**src/rtl/fpe_pkg.sv**
```systemverilog
package fpe_pkg;

    // Input operation codes.
    localparam logic [1:0] FUNC_DRAW = 2'd0;
    localparam logic [1:0] FUNC_FILL = 2'd1;
    localparam logic [1:0] FUNC_TILE = 2'd2;

    // Result kinds: command byte or display data byte.
    localparam logic KIND_CMD  = 1'b0;
    localparam logic KIND_DATA = 1'b1;

    // Panel command bytes.
    localparam logic [7:0] PAGE_CMD     = 8'hB0;
    localparam logic [7:0] HIGH_COL_CMD = 8'h10;
    localparam logic [7:0] FILL_ONES    = 8'hFF;
    localparam logic [7:0] FILL_ZEROS   = 8'h00;

    // A page index needs at most four bits (up to 16 pages).
    localparam int PAGE_W = 4;

    // One bus write toward the panel.
    typedef struct packed {
        logic       kind;
        logic [7:0] value;
        logic       last;
    } t_result;

endpackage

```
**src/rtl/fpe_obuf.sv**
```systemverilog
module fpe_obuf (
    input  logic             i_clk,
    input  logic             i_rst_n,
    input  logic             i_push,
    input  fpe_pkg::t_result i_data,
    output logic             o_can_push,
    output logic             o_valid,
    output fpe_pkg::t_result o_data,
    input  logic             i_stall
);
    import fpe_pkg::*;

    t_result    r_data [2];
    logic       r_wr_ptr;
    logic       r_rd_ptr;
    logic [1:0] r_count;
    logic       w_pop;

    // Two entries keep the sequencer running while the consumer stalls.
    assign o_can_push = (r_count != 2'd2);
    assign o_valid    = (r_count != 2'd0);
    assign o_data     = r_data[r_rd_ptr];
    assign w_pop      = o_valid && !i_stall;

    // Pointer and occupancy bookkeeping.
    always_ff @(posedge i_clk) begin
        if (!i_rst_n) begin
            r_wr_ptr <= 1'b0;
            r_rd_ptr <= 1'b0;
            r_count  <= 2'd0;
        end else begin
            if (i_push) begin
                r_wr_ptr <= !r_wr_ptr;
            end
            if (w_pop) begin
                r_rd_ptr <= !r_rd_ptr;
            end
            if (i_push && !w_pop) begin
                r_count <= r_count + 2'd1;
            end else if (!i_push && w_pop) begin
                r_count <= r_count - 2'd1;
            end
        end
    end

    // Entry storage.
    always_ff @(posedge i_clk) begin
        if (i_push) begin
            r_data[r_wr_ptr] <= i_data;
        end
    end

endmodule

```
**config.mk**
```make
export PLATFORM = sky130hd
export DESIGN_NAME = fpe_obuf
export DESIGN_NICKNAME = d
export VERILOG_FILES = /design/src/rtl/fpe_pkg.sv /design/src/rtl/fpe_obuf.sv
export SDC_FILE = /design/constraint.sdc
export NUM_CORES = 1
export LEC_CHECK = 0
export ABC_CLOCK_PERIOD_IN_PS = 2100
export BUFFER_PORTS_ARGS = -buffer_cell sky130_fd_sc_hd__buf_2
export CAP_MARGIN = 0
export CORE_ASPECT_RATIO = 1.4
export CORE_UTILIZATION = 30
export CTS_CLUSTER_DIAMETER = 50
export CTS_CLUSTER_SIZE = 25
export DETAILED_ROUTE_END_ITERATION = 16
export PLACE_DENSITY_LB_ADDON = 0.3
export SETUP_SLACK_MARGIN = 0.3
export SYNTH_ARGS = -nofsm -noshare
export SYNTH_HDL_FRONTEND = slang
export SYNTH_SLANG_ARGS = --single-unit
```
**constraint.sdc**
```tcl
create_clock -name i_clk -period 2.1 [get_ports i_clk]
set_clock_uncertainty 0.15 [all_clocks]
set_input_delay 0.42 -clock i_clk [delete_from_list [all_inputs] [get_ports i_clk]]
set_output_delay 0.42 -clock i_clk [all_outputs]
set_load 0.05 [all_outputs]
```
## Word-level counts from Yosys, hierarchy flattened

Memories as Yosys holds them, arrays and structs flattened. A register that Yosys moved wholly into a read port is not among the register bits.
Cells that the tools add are included.

| cells by class | value |
|---|---|
| $add $sub $neg | 2 |
| multipliers | 0 |
| divide/modulo/power cells | 0 |
| magnitude comparators | 0 |
| equal/unequal tests | 1 |
| shifts and indexed selects | 0 |
| muxes and demuxes | 6 |
| bitwise gates (word level) | 0 |
| reductions and logical operators | 10 |

Operator list:

| operator | count |
|---|---|
| $logic_not 1->1 | 5 |
| $mux 1 | 4 |
| $mux 2 | 2 |
| $reduce_bool 2->1 | 2 |
| $logic_and 1x1->1 | 3 |
| $add 2x1->2 const B | 1 |
| $ne 2x2->1 const B | 1 |
| $sub 2x1->2 const B | 1 |

| word-level totals | value |
|---|---|
| register bits | 4 |
| bits in latches | 0 |
| memory bits (writable) | 20 |
| ROM bits | 0 |
| bits of input ports | 14 |
| output and inout bits | 12 |
| word-level logic and storage cells | 23 |
| memories | 1 |

Memories:

| name | depth | width | rd ports | clocked after memory_dff | wr ports | line | RTL |
|---|---|---|---|---|---|---|---|
| r_data | 2 | 10 | 1 | 1 | 1 | fpe_obuf.sv:13 | `t_result r_data [2];` |

## Depth between registers and ports, before layout

| depth | value |
|---|---|
| word-level depth | 5 |
| gate-level depth with buffers | 5 |
| mapped depth without buffers | 5 |

## Least setup slack after synthesis

No wires, ideal clock.

| timing path | value |
|---|---|
| path type | in2reg |
| from | in i_stall |
| to | reg r_count[1] |
| setup time | 0.070 ns |
| data arrival time | 1.355 ns |
| data required time | 1.880 ns |
| slack | 0.525 ns |
| stages | 4 |
| buffers on the path | 0 |
| cell sequence | o21bai_1 > ha_1 > or3_1 > a21boi_1 |

| between the ends | value |
|---|---|
| cells in the longest elaborated chain, start to end | 5 |
| elaborated cells on any way between the ends | 7 |
| those cells by class | mux: 1; reduce/logical: 6 |

Ends and longest elaborated chain:

| item | line | RTL |
|---|---|---|
| start: declaration | fpe_obuf.sv:9 | `input logic i_stall` |
| $logic_not 1->1 (*) | fpe_obuf.sv:23 | `assign w_pop = o_valid && !i_stall;` |
| $logic_and 1x1->1 (*) | fpe_obuf.sv:23 |  |
| $logic_not 1->1 | fpe_obuf.sv:38 | `if (i_push && !w_pop) begin` |
| $logic_and 1x1->1 | fpe_obuf.sv:38 |  |
| $mux 2 or $reduce_bool 2->1 (tied branches) | - |  |
| end signal: assignment | fpe_obuf.sv:39 | `r_count <= r_count + 2'd1;` |
| end signal: assignment | fpe_obuf.sv:41 | `r_count <= r_count - 2'd1;` |
| end: declaration | fpe_obuf.sv:16 | `logic [1:0] r_count;` |

Every way passes the cells marked *; elsewhere a longest branch is shown, timed or not.
A chain may end at the register's enable or synchronous reset.

==> run summary <==
htree depth - 1
sum of negative setup slack - 0 ns
Worst Tran Pin Value - 0.4690 ns
Netlist cell types - 16
first-pass GRT wire length - 2.070 mm
RSZ-0062 raised after global routing - yes
Avg Cell Area, Syn - 17.75 um^2
P_int - 0.001058 W
die area - 3368 um^2
status - complete, no violations
synthesized flop and latch total - 25
routed len/inst - 12.30 um
antenna violations before repair - 0
Synthesis Warnings - 0
port buffer count - 25
CP Max Fanout - 5
core area - 2935 um^2
Clock Power Share - 0.159
grt ovf - 0
Cell Rows - 23
layout cell share with drive strength beyond 1 - 0.5294
clk_lat worst skew - 0.25 ns
Initial DRC Count - 12
f_max - 554.6 MHz
Final setup violation count - 0
max-cap check violation count - 0
Fin. Hold Viols - 0
hpwl dp - 1.015 mm
# DRC - 0
CTS clk-pin slew, worst paths - 0.08 ns
io pins - 26
mapped cell area - 940.9 um^2
clock sinks - 25
overall die width - 49.33 um
Data arrival, critical path - 1.23 ns
number of global-route vias before repair - 477
Area Overhead vs Synth - 37.23%
Peak VDD IR - 0.0008871 V
GRT Util Overall - 0.08466
cts hold-fix bufs - 0
Final #Nets - 101
Crit Path Class - register to output port
CP required - 1.53 ns
Tcrit/Tclk final - 0.8586
vias per cell - 4.361
fin util - 0.4399
Design Area, Final - 1291 um^2
Slew Limit Fails - 0
Lkg Pwr - 0.5071 nW
DRT Pass-1 Iters - 2
Inst Count DP - 115
diode count - 0
Die Y - 68.27 um
post-route ant nets - 0
Net Switching - 0.0005948 W
Hold Path Class - input pin to register
sw frac - 0.3599
syn_nets - 68
P per Cell Area - 1280 nW/um^2
CTS Buffer Depth - 2
Worst setup SP type - register
Routed WL - 1.501 mm
largest net degree at the start of global routing - 15
starting density of the core - 0.3205
TritonCTS clock tree - yes
GPL Wtd Cong - 0.5947
Clk Tree Root Cell - clkbuf_8
DP Area - 1115 um^2
min Tclk post-route - 1.803 ns
Reg power frac - 0.388
Critical Path Sink Type - output port
logic gate share of total power - 0.453
relative slew slack - 0.6873
Cells after Synth - 53
via count - 532
Seq/Total Area, Yosys - 0.7447
non-filler cells, final - 122
number of buffers created by CTS - 3
worst paths after layout:
| kind | start | to | slack, ns | cells past startpoint |
|---|---|---|---|---|
| worst max-delay path | register | o_data[8] | 0.30 | 3 |
| worst min-delay path | i_data[8] | r_data[1][8] | 0.20 | 1 |
| worst max register to register | r_count[0] | r_count[1] | 0.49 | 4 |
| worst min register to register | r_count[1] | r_count[1] | 0.39 | 2 |
per-stage QoR:
step           hold slack, ns  worst slack, ns  total power [W]
2_1_floorplan          0.3286           0.5255         0.001119
5_1_grt                0.1839           0.2620         0.001723
3_5_place_dp           0.3923           0.3438         0.001229
4_1_cts                0.1887           0.2590         0.001503
3_3_place_gp           0.3513           0.3395         0.001220
6_report               0.1966           0.2969         0.001653
Yosys cell counts, drive strengths merged:
master,n,area (um^2)
edfxtp,20,600.6
mux2,10,112.6
dfxtp,5,100.1
and2,4,25.02
nor2b,2,12.51
xnor2,2,17.52
a21boi,1,7.510
buf,1,5.000
ha,1,12.51
nand2b,1,6.260
o21a,1,7.510
o21ai,1,5.000
o21bai,1,7.510
or2,1,6.260
or3,1,6.260
xor2,1,8.760
flip-flops by register name (all words and copies together) (netlist names), named ones only:
register,count
r_rd_ptr,1
r_wr_ptr,1
r_data,20
r_count,2
power by group through the flow:
stage	sequential (W)	clock, W	combinational, W
after floorplan	0.000630	0	0.000489
after global placement	0.000667	0	0.000553
after detailed placement	0.000670	0	0.000560
after CTS	0.000666	0.000275	0.000562
after global routing	0.000649	0.000287	0.000787
final	0.000642	0.000262	0.000749
repair_timing:
item | CTS | global route
hold endpoints to repair | 0 | 0
resized for setup | 2 | 43
setup endpoints to repair | 10 | 10
setup buffers | 0 | 3
layout by cell type, fill, tap and decap left out, drive strengths merged:
cell type and count:
buf 29, dfxtp 5, xnor2 2, mux2 10
edfxtp 20, xor2 1, clkbuf 3, o21bai 1
o21ai 1, nand2b 1, clkinv 1, a21boi 1
ha 1, or2 1, or3 1, and2 4
nor2b 2, o21a 1
cells by family after synthesis:
kind of cell    synth area share
fa+ha+maj                0.01330
compound gates           0.02926
mux                       0.1197
xor+xnor                 0.02793
buf+inv                 0.005314
flops                     0.7447
simple gates             0.05985
layout make-up:
| cell class | count | area, um^2 |
|---|---|---|
| Tap cell | 37 | 46.29 |
| Clock buffer | 3 | 41.29 |
| Clock inverter | 1 | 5.005 |
| Fill cell | 295 | 1644 |
| Sequential cell | 25 | 704.4 |
| Multi-Input combinational cell | 27 | 254.0 |
| Timing Repair Buffer | 29 | 240.2 |
metal layers:
metal  wire [um]  global-route usage  vias up  part of all wire
met5           0                   0        -                 0
met4          14             0.04412        0            0.0093
met3          90             0.02889        2             0.060
met2         854              0.1490       19              0.57
met1         542             0.08976      250              0.36
li1            -                   -      261                 -
critical path: stages, from the launching register on:
cell and delay, ns:
dfxtp_4 0.36, buf_6 0.12, mux2_2 0.34, buf_6 0.15
(Power assumes the default switching activity.)
