===== config.mk =====
export PLATFORM = sky130hd
export DESIGN_NAME = fpe_ctrl
export DESIGN_NICKNAME = d
export VERILOG_FILES = /design/src/rtl/fpe_pkg.sv /design/src/rtl/fpe_ctrl.sv
export SDC_FILE = /design/constraint.sdc
export NUM_CORES = 1
export LEC_CHECK = 0
export BUFFER_PORTS_ARGS = -buffer_cell sky130_fd_sc_hd__buf_2
export CAP_MARGIN = 25
export CORE_MARGIN = 2
export CORE_UTILIZATION = 59
export DETAILED_ROUTE_END_ITERATION = 8
export GPL_TIMING_DRIVEN = 0
export PLACE_DENSITY = 0.95
export SYNTH_ARGS = -nofsm -noshare
export SYNTH_HDL_FRONTEND = slang
export SYNTH_SLANG_ARGS = --single-unit

===== constraint.sdc =====
create_clock -name i_clk -period 3.95 [get_ports i_clk]
set_input_delay 0.79 -clock i_clk [delete_from_list [all_inputs] [get_ports i_clk]]
set_output_delay 0.79 -clock i_clk [all_outputs]
set_load 0.1 [all_outputs]

===== src/rtl/fpe_pkg.sv =====
package fpe_pkg;

    // Input operation codes.
    localparam logic [1:0] FUNC_DRAW = 2'd0;
    localparam logic [1:0] FUNC_FILL = 2'd1;
    localparam logic [1:0] FUNC_TILE = 2'd2;

    // Result kinds: command byte or display data byte.
    localparam logic KIND_CMD  = 1'b0;
    localparam logic KIND_DATA = 1'b1;

    // Panel command bytes.
    localparam logic [7:0] PAGE_CMD     = 8'hB0;
    localparam logic [7:0] HIGH_COL_CMD = 8'h10;
    localparam logic [7:0] FILL_ONES    = 8'hFF;
    localparam logic [7:0] FILL_ZEROS   = 8'h00;

    // A page index needs at most four bits (up to 16 pages).
    localparam int PAGE_W = 4;

    // One bus write toward the panel.
    typedef struct packed {
        logic       kind;
        logic [7:0] value;
        logic       last;
    } t_result;

endpackage


===== src/rtl/fpe_ctrl.sv =====
module fpe_ctrl #(
    parameter int PANEL_COLUMNS = 128,
    parameter int PANEL_PAGES   = 8,
    parameter int TILE_COLUMNS  = 32,
    parameter int DEPTH         = 1024,
    parameter int AW            = 10
) (
    input  logic             i_clk,
    input  logic             i_rst_n,
    // Configuration.
    input  logic             i_cfg_wr_en,
    input  logic             i_cfg_wr_data,
    // Input item.
    input  logic             i_in_valid,
    output logic             o_in_stall,
    input  logic [1:0]       i_func,
    input  logic [7:0]       i_pos_x,
    input  logic [7:0]       i_pos_y,
    input  logic             i_color,
    input  logic [2:0]       i_tile_page,
    input  logic [1:0]       i_tile_column,
    // Frame memory.
    output logic             o_wr_en,
    output logic [AW-1:0]    o_wr_addr,
    output logic [7:0]       o_wr_data,
    output logic             o_rd_en,
    output logic [AW-1:0]    o_rd_addr,
    input  logic [7:0]       i_rd_data,
    // Result buffer.
    output logic             o_push,
    output fpe_pkg::t_result o_result,
    input  logic             i_can_push
);
    import fpe_pkg::*;

    localparam int TCW = $clog2(TILE_COLUMNS + 1);

    typedef enum logic [2:0] {
        S_FILL,
        S_IDLE,
        S_PIX,
        S_CMD,
        S_DATA,
        S_TILE
    } t_state;

    t_state              r_state, n_state;
    logic                r_incr, n_incr;
    logic [PAGE_W-1:0]   r_page, n_page;
    logic [7:0]          r_col, n_col;
    logic [7:0]          r_byte, n_byte;
    logic [7:0]          r_mask, n_mask;
    logic                r_color, n_color;
    logic [7:0]          r_fill_byte, n_fill_byte;
    logic [AW-1:0]       r_addr, n_addr;
    logic [1:0]          r_cnt, n_cnt;
    logic [TCW-1:0]      r_rd_cnt, n_rd_cnt;
    logic                r_pending, n_pending;
    logic                r_is_tile, n_is_tile;

    logic                w_pix_ok;
    logic                w_tile_ok;
    logic [4:0]          w_pix_page;
    logic [AW-1:0]       w_pix_addr;
    logic [9:0]          w_tile_start;
    logic [AW-1:0]       w_tile_addr;
    logic [7:0]          w_new_byte;
    logic                w_issue;

    // Pixel clipping and its buffer address.
    assign w_pix_page = i_pos_y[7:3];
    assign w_pix_ok   = (9'(i_pos_x) < 9'(PANEL_COLUMNS))
                     && (9'(i_pos_y) < 9'(8 * PANEL_PAGES));
    assign w_pix_addr = AW'(32'(w_pix_page) * 32'(PANEL_COLUMNS) + 32'(i_pos_x));

    // Tile bounds and the address of its first column.
    assign w_tile_start = 10'(i_tile_column) * 10'(TILE_COLUMNS);
    assign w_tile_ok    = (5'(i_tile_page) < 5'(PANEL_PAGES))
                       && ((w_tile_start + 10'(TILE_COLUMNS)) <= 10'(PANEL_COLUMNS));
    assign w_tile_addr  = AW'(32'(i_tile_page) * 32'(PANEL_COLUMNS) + 32'(w_tile_start));

    // Read-modify-write of the addressed byte.
    assign w_new_byte = r_color ? (i_rd_data | r_mask) : (i_rd_data & ~r_mask);

    // A tile read is issued when the previous byte is gone or leaves now.
    assign w_issue = (r_state == S_TILE) && (r_rd_cnt != TCW'(TILE_COLUMNS))
                  && (!r_pending || i_can_push);

    assign o_in_stall = (r_state != S_IDLE);

    // Next-state logic and the memory and result buffer strobes.
    always_comb begin
        n_state     = r_state;
        n_incr      = r_incr;
        n_page      = r_page;
        n_col       = r_col;
        n_byte      = r_byte;
        n_mask      = r_mask;
        n_color     = r_color;
        n_fill_byte = r_fill_byte;
        n_addr      = r_addr;
        n_cnt       = r_cnt;
        n_rd_cnt    = r_rd_cnt;
        n_pending   = r_pending;
        n_is_tile   = r_is_tile;
        o_wr_en     = 1'b0;
        o_wr_addr   = r_addr;
        o_wr_data   = r_fill_byte;
        o_rd_en     = 1'b0;
        o_rd_addr   = r_addr;
        o_push      = 1'b0;
        o_result    = '{kind: KIND_CMD, value: 8'h00, last: 1'b0};

        if (i_cfg_wr_en) begin
            n_incr = i_cfg_wr_data;
        end

        case (r_state)
            S_FILL: begin
                o_wr_en = 1'b1;
                n_addr  = r_addr + AW'(1);
                if (r_addr == AW'(DEPTH - 1)) begin
                    n_state = S_IDLE;
                end
            end
            S_IDLE: begin
                if (i_in_valid) begin
                    case (i_func)
                        FUNC_DRAW: begin
                            if (w_pix_ok) begin
                                o_rd_en   = 1'b1;
                                o_rd_addr = w_pix_addr;
                                n_addr    = w_pix_addr;
                                n_page    = w_pix_page[PAGE_W-1:0];
                                n_col     = i_pos_x;
                                n_mask    = 8'd1 << i_pos_y[2:0];
                                n_color   = i_color;
                                n_state   = S_PIX;
                            end
                        end
                        FUNC_FILL: begin
                            n_fill_byte = i_color ? FILL_ONES : FILL_ZEROS;
                            n_addr      = '0;
                            n_state     = S_FILL;
                        end
                        FUNC_TILE: begin
                            if (w_tile_ok) begin
                                n_addr    = w_tile_addr;
                                n_page    = PAGE_W'(i_tile_page);
                                n_col     = w_tile_start[7:0];
                                n_cnt     = 2'd0;
                                n_rd_cnt  = '0;
                                n_pending = 1'b0;
                                n_is_tile = 1'b1;
                                n_state   = S_CMD;
                            end
                        end
                        default: begin
                        end
                    endcase
                end
            end
            S_PIX: begin
                o_wr_en   = 1'b1;
                o_wr_data = w_new_byte;
                n_byte    = w_new_byte;
                n_cnt     = 2'd0;
                n_is_tile = 1'b0;
                n_state   = r_incr ? S_CMD : S_IDLE;
            end
            S_CMD: begin
                o_push = i_can_push;
                case (r_cnt)
                    2'd0:    o_result.value = PAGE_CMD + 8'(r_page);
                    2'd1:    o_result.value = {4'h0, r_col[3:0]};
                    default: o_result.value = HIGH_COL_CMD + {4'h0, r_col[7:4]};
                endcase
                if (i_can_push) begin
                    n_cnt = r_cnt + 2'd1;
                    if (r_cnt == 2'd2) begin
                        n_state = r_is_tile ? S_TILE : S_DATA;
                    end
                end
            end
            S_DATA: begin
                o_push   = i_can_push;
                o_result = '{kind: KIND_DATA, value: r_byte, last: 1'b1};
                if (i_can_push) begin
                    n_state = S_IDLE;
                end
            end
            S_TILE: begin
                // Streams one byte a cycle while the result buffer has room; the memory output holds a byte
                // that the result buffer cannot take yet.
                o_push   = r_pending && i_can_push;
                o_result = '{kind: KIND_DATA, value: i_rd_data,
                             last: (r_rd_cnt == TCW'(TILE_COLUMNS))};
                o_rd_en  = w_issue;
                if (w_issue) begin
                    n_addr   = r_addr + AW'(1);
                    n_rd_cnt = r_rd_cnt + TCW'(1);
                end
                n_pending = w_issue || (r_pending && !i_can_push);
                if (o_push && (r_rd_cnt == TCW'(TILE_COLUMNS))) begin
                    n_state = S_IDLE;
                end
            end
            default: begin
                n_state = S_IDLE;
            end
        endcase
    end

    // State and registered values.
    always_ff @(posedge i_clk) begin
        if (!i_rst_n) begin
            r_state     <= S_FILL;
            r_incr      <= 1'b1;
            r_addr      <= '0;
            r_fill_byte <= FILL_ZEROS;
            r_cnt       <= 2'd0;
            r_rd_cnt    <= '0;
            r_pending   <= 1'b0;
            r_is_tile   <= 1'b0;
        end else begin
            r_state     <= n_state;
            r_incr      <= n_incr;
            r_addr      <= n_addr;
            r_fill_byte <= n_fill_byte;
            r_cnt       <= n_cnt;
            r_rd_cnt    <= n_rd_cnt;
            r_pending   <= n_pending;
            r_is_tile   <= n_is_tile;
        end
        r_page  <= n_page;
        r_col   <= n_col;
        r_byte  <= n_byte;
        r_mask  <= n_mask;
        r_color <= n_color;
    end

    // The memory has one read and one write port, never both used at once here.
    a_no_rd_wr_overlap: assert property (@(posedge i_clk) disable iff (!i_rst_n)
        !(o_wr_en && o_rd_en))
        else $error("frame memory read and write in the same cycle");

    // A result is only handed over when the buffer has room.
    a_push_has_room: assert property (@(posedge i_clk) disable iff (!i_rst_n)
        o_push |-> i_can_push)
        else $error("result pushed into a full buffer");

    // A drawn pixel is written back on the cycle after its read.
    a_pix_writeback: assert property (@(posedge i_clk) disable iff (!i_rst_n)
        (r_state == S_IDLE && i_in_valid && i_func == FUNC_DRAW && w_pix_ok)
        |=> (r_state == S_PIX && o_wr_en && o_wr_addr == $past(w_pix_addr)))
        else $error("pixel write-back missing or misaddressed");

    // A tile never reads past its last column.
    a_tile_bound: assert property (@(posedge i_clk) disable iff (!i_rst_n)
        (r_state == S_TILE) |-> (r_rd_cnt <= TCW'(TILE_COLUMNS)))
        else $error("tile read count overrun");

endmodule


# Yosys cells after proc, flatten, opt, wreduce, memory -nomap -nowiden
# Cells that the tools add are included.
[totals] inputBits=38 output_inout_bits=42 ff_bits=61 wordCells=143
[op_classes] n_lt_le_gt_ge=3 eq_ne=27 bitwise=3 n_mux=58 n_reduce_logical=30 shifts=1 add_sub_neg=8
[op_table] cell="$mux W10" count=7
[op_table] cell="$pmux W10 S3" count=2
[op_table] cell="$mux W8" count=5
[op_table] cell="$pmux W8 S2" count=2
[op_table] cell="$mux W3" count=8
[op_table] cell="$mux W6" count=4
[op_table] cell="$pmux W8 S3" count=1
[op_table] cell="$ne A2 B2 Y1 const B" count=10
[op_table] cell="$reduce_and A5 Y1" count=4
[op_table] cell="$pmux W3 S6" count=1
[op_table] cell="$mux W1" count=12
[op_table] cell="$pmux W6 S2" count=1
[op_table] cell="$reduce_and A4 Y1" count=3
[op_table] cell="$add A10 B1 Y10 const B" count=1
[op_table] cell="$add A10 B7 Y10" count=1
[op_table] cell="$add A10 B8 Y10" count=1
[op_table] cell="$eq A10 B10 Y1 const B" count=1
[op_table] cell="$mux W2" count=5
[op_table] cell="$pmux W1 S2" count=5
[op_table] cell="$pmux W3 S3" count=1
[op_table] cell="$reduce_and A9 Y1" count=1
[op_table] cell="$add A7 B6 Y8 const B" count=1
[op_table] cell="$add A8 B4 Y8 const A" count=1
[op_table] cell="$and A8 B8 Y8" count=1
[op_table] cell="32 further kinds" count=51

# Depth between registers and ports, before layout
[depth] depth_word=6 ltp_mapped=9 depth_no_buf=7

# Worst setup path after synthesis
# Ideal clock, no wire load.
[synth_timing] path_kind="in2out" start="in i_pos_y[7]" end="out o_rd_addr[9]" path_slack_ns=-0.609 t_required_ns=3.160 arrival_ns=3.769 n_path_buf=2 path_stages=5 path_cell_list="nor3_1 buf_2 nand4_2 clkbuf_1 o21ai_0"
[synth_via] elab_chain_cells=6
[synth_rtl] item="from (decl)" line_no="fpe_ctrl.sv:18" text="input logic [7:0] i_pos_y,"
[synth_rtl] item="$lt A8 B7 Y1" line_no="fpe_ctrl.sv:73" text="&& (9'(i_pos_y) < 9'(8 * PANEL_PAGES));"
[synth_rtl] item="$logic_and A1 B1 Y1" line_no="fpe_ctrl.sv:73"
[synth_rtl] item="$mux W10"
[synth_rtl] item="$mux W10" line_no="fpe_ctrl.sv:128" text="case (i_func)"
[synth_rtl] item="$mux W10" line_no="fpe_ctrl.sv:127" text="if (i_in_valid) begin"
[synth_rtl] item="$mux W10" line_no="fpe_ctrl.sv:118" text="case (r_state)"
[synth_rtl] item="to (decl)" line_no="fpe_ctrl.sv:27" text="output logic [AW-1:0] o_rd_addr,"
# No other way between the ends.

# Worst setup path in the final report
[layout_timing] start="in i_pos_y[7]" end="out o_rd_addr[7]"
# The elaborated chain is that of the path after synthesis.

==> flow_metrics.tcl <==
set metrics [dict create \
    outcome "complete, no violations" \
    period_minus_slack_ns 3.80 \
    path_clk_slew_ns 0.10 \
    layout-drive-gt1-share_pct 28.4 \
    async_reset_ff_share_pct 0 \
    max_slew_margin_pct 43.9 \
    cts_sinks 54 \
    clkPwrFrac_pct 33.1 \
    start_util_pct 61.8 \
    cts_buffers 5 \
    crit_path_max_incr_delay_ns 0.37 \
    antenna_left 0 \
    layout.cells.most_common_list "82 x buf_2, 53 x nand2_1, 29 x edfxtp_1, 25 x dfxtp_1, 24 x a21oi_1" \
    r2r_setup_slack_ns 1.80 \
    min_path_cells 2 \
    netlist_instances 377 \
    cpMaxStageDelayCell "nor3_1" \
    synth_area_per_cell_um2 9.13 \
    fmax_mhz 263 \
    fin_skew_ns 0.00425 \
    syn-num-nets 426 \
    ctsHoldBuffers 0 \
    use_met1_pct 39.9 \
    ys_ff_latch 54 \
    boundaryPins 80 \
    grt_max_degree 18 \
    die_area_mm2 0.00646 \
    critPathArrivalTime_ns 3.01 \
    period_share_pct 96.2 \
    power.internal_uw 820 \
    setup_viol 0 \
    routedWlPerCell_um 18.7 \
    final_common_cell "buf_2" \
    crit_type "primary input to output port" \
    cellLeakagePower_nw 1.68 \
    tightest_slew_ns 0.841 \
    post-place-cells 527 \
    pwr-share-seq_pct 53.6 \
    use_met3_pct 6.07 \
    yosysSeqAreaShare_pct 39.8 \
    num_vias 3432 \
    ys_types 60 \
    cp.required_ns 3.16 \
    h-tree-depth 2 \
    power.density_mw_per_mm2 277 \
    drc_errors 0 \
    grt_usage_pct 31.5 \
    final_max_slew_viol_count 0 \
    critPathLaunchType "primary input" \
    die_x_um 80.4 \
    insertion_delay_ns 0.31 \
    switching_power_uw 300 \
    comb_power_share_pct 13.3 \
    area_growth_pct 17.6 \
    clk_path_buf_depth 2 \
    rr_startpoint "r_state[2]$_SDFFE_PN0P_" \
    grt_busiest_layer "met2" \
    end_kind "output port" \
    mappedNetlistArea_mm2 0.00344 \
    coreArea_mm2 0.00557 \
    synth_edf_count 29 \
    worstRegToRegCells 5 \
    post-route-util_pct 72.6 \
    hp-class "flip-flop to flip-flop" \
    dp_hpwl_mm 7.17 \
    instances_no_fill 536 \
    path_cells "buf_2 -> nor3_1 -> buf_2 -> nand4_2 -> clkbuf_1 -> clkinvlp_4 -> nand2_1 -> nand2_1 -> clkbuf_4" \
    via_per_inst 6.40 \
    drtIter0Drc 397 \
    port_buffers 78 \
    hold_start "r_incr$_SDFFE_PN1P_" \
    root_buffer "clkbuf_8" \
    rows 27 \
    drt_first_pass_iters 5 \
    synthFlopType "edfxtp_1" \
    gp_congestion 0.940 \
    hold_viol 0 \
    grt_pass1_wl_mm 15.6 \
    maxCapViolCount 0 \
    postCtsSetupBuffers 0 \
    cp-startpoint "i_pos_y[7]" \
    ys_warn_count 0 \
    grt_pass1_vias 3219 \
    antenna_cells 0 \
    cts_tree "yes" \
    layout.nets 512 \
    antenna_found_initial 0 \
    die_h_um 80.4 \
    grt_setup_unrepaired "false" \
    path_max_fanout 10 \
    max-vdd-ir-drop_mv 0.213 \
    use_met2_pct 52.0 \
    switching_share_pct 26.8 \
    finalSetupTns_ns 0 \
    overflow 0 \
    routed_wl_mm 10.0 \
]
==> cell type report <==
type	count	area (µm²)
multi-input cells	285	1900
fillers	420	1530
flip-flops and latches	54	1370
repair buffers	79	400
clock buffers	8	111
plain buffers	20	108
well taps	72	90.1
inverters	18	71.3
==> cells by family (layout without fill, tap and decap cells) <==
| kind of cell | after synthesis | in the layout | synth area share (%) |
|---|---|---|---|
| adders and majority gates | 11 | 11 | 4.00 |
| and+or+nand+nor | 147 | 147 | 22.4 |
| buffers and inverters | 38 | 125 | 5.09 |
| DFF | 54 | 54 | 39.8 |
| AOI/OAI and AO/OA | 89 | 89 | 17.0 |
| xor gates and xnor gates | 5 | 5 | 1.27 |
| muxes | 33 | 33 | 10.4 |
==> sequential cells by signal (all words and copies together) (netlist names) <==
name / count
o_wr_addr: 10
r_byte: 8
r_cnt: 2
r_col: 8
r_color: 1
r_fill_byte: 1
r_incr: 1
r_is_tile: 1
r_mask: 8
r_page: 4
r_pending: 1
r_rd_cnt: 6
r_state: 3
==> power groups by stage <==
stage               combinational, mW  sequential [mW]  clock [mW]
finish                          0.149            0.600       0.371
global route                    0.157            0.600       0.389
CTS                             0.147            0.600       0.368
detailed placement              0.146            0.613           0
global placement                0.142            0.612           0
floorplan                      0.0758            0.633           0
==> final timing paths <==
| path | endpoint |
|---|---|
| worst min register to register | r_incr$_SDFFE_PN1P_ |
| worst max-delay path | o_rd_addr[7] |
| worst min-delay path | r_incr$_SDFFE_PN1P_ |
| worst max register to register | r_mask[4]$_SDFFCE_PN0P_ |
==> synth_stat cells (4+ instances only) <==
| cell | n | share of area (%) |
|---|---|---|
| buf_2 | 5 | 0.73 |
| nor3_1 | 7 | 1.0 |
| and2_1 | 4 | 0.73 |
| nand2b_1 | 4 | 0.73 |
| mux2i_1 | 10 | 2.9 |
| nor2_1 | 19 | 2.1 |
| xor2_1 | 4 | 1.0 |
| nand2_1 | 53 | 5.8 |
| nand3_1 | 14 | 2.0 |
| ha_1 | 11 | 4.0 |
| nor3b_1 | 4 | 0.87 |
| a21oi_1 | 24 | 3.5 |
| nor2b_1 | 11 | 2.0 |
| a31oi_1 | 6 | 1.1 |
| inv_1 | 16 | 1.7 |
| and3_1 | 4 | 0.73 |
| nand4_1 | 6 | 1.1 |
| a22oi_1 | 6 | 1.3 |
| clkbuf_1 | 11 | 1.2 |
| o21ai_0 | 25 | 3.6 |
| edfxtp_1 | 29 | 25 |
| dfxtp_1 | 25 | 15 |
| mux2_2 | 23 | 7.5 |
==> timing repair <==
action	CTS	global route
hold endpoints to repair	0	0
gates resized for setup	1	1
setup endpoints to repair	1	1
==> layer usage <==
layer	wire (µm)	share of wire [%]
met5	0	0
met4	343	3.4
met3	955	9.5
met2	4770	48
met1	3930	39
==> worst max-delay path, delay by kind of cell <==
kind,cells,cell delay [ns]
buffers and inverters,5,1.43
AND/OR/NAND/NOR,4,0.77
==> metrics by stage <==
stage	setup slack, ns	area, µm²	total power [mW]	hold slack, ns
3_3_place_gp	0.0209	3920	0.755	0.458
2_1_floorplan	-0.601	3440	0.708	0.436
5_1_grt	0.0575	4050	1.15	0.513
4_1_cts	0.0777	4040	1.11	0.501
3_5_place_dp	-0.0183	3920	0.759	0.477
6_report	0.150	4050	1.12	0.499
Power figures use the tool's default switching activity.
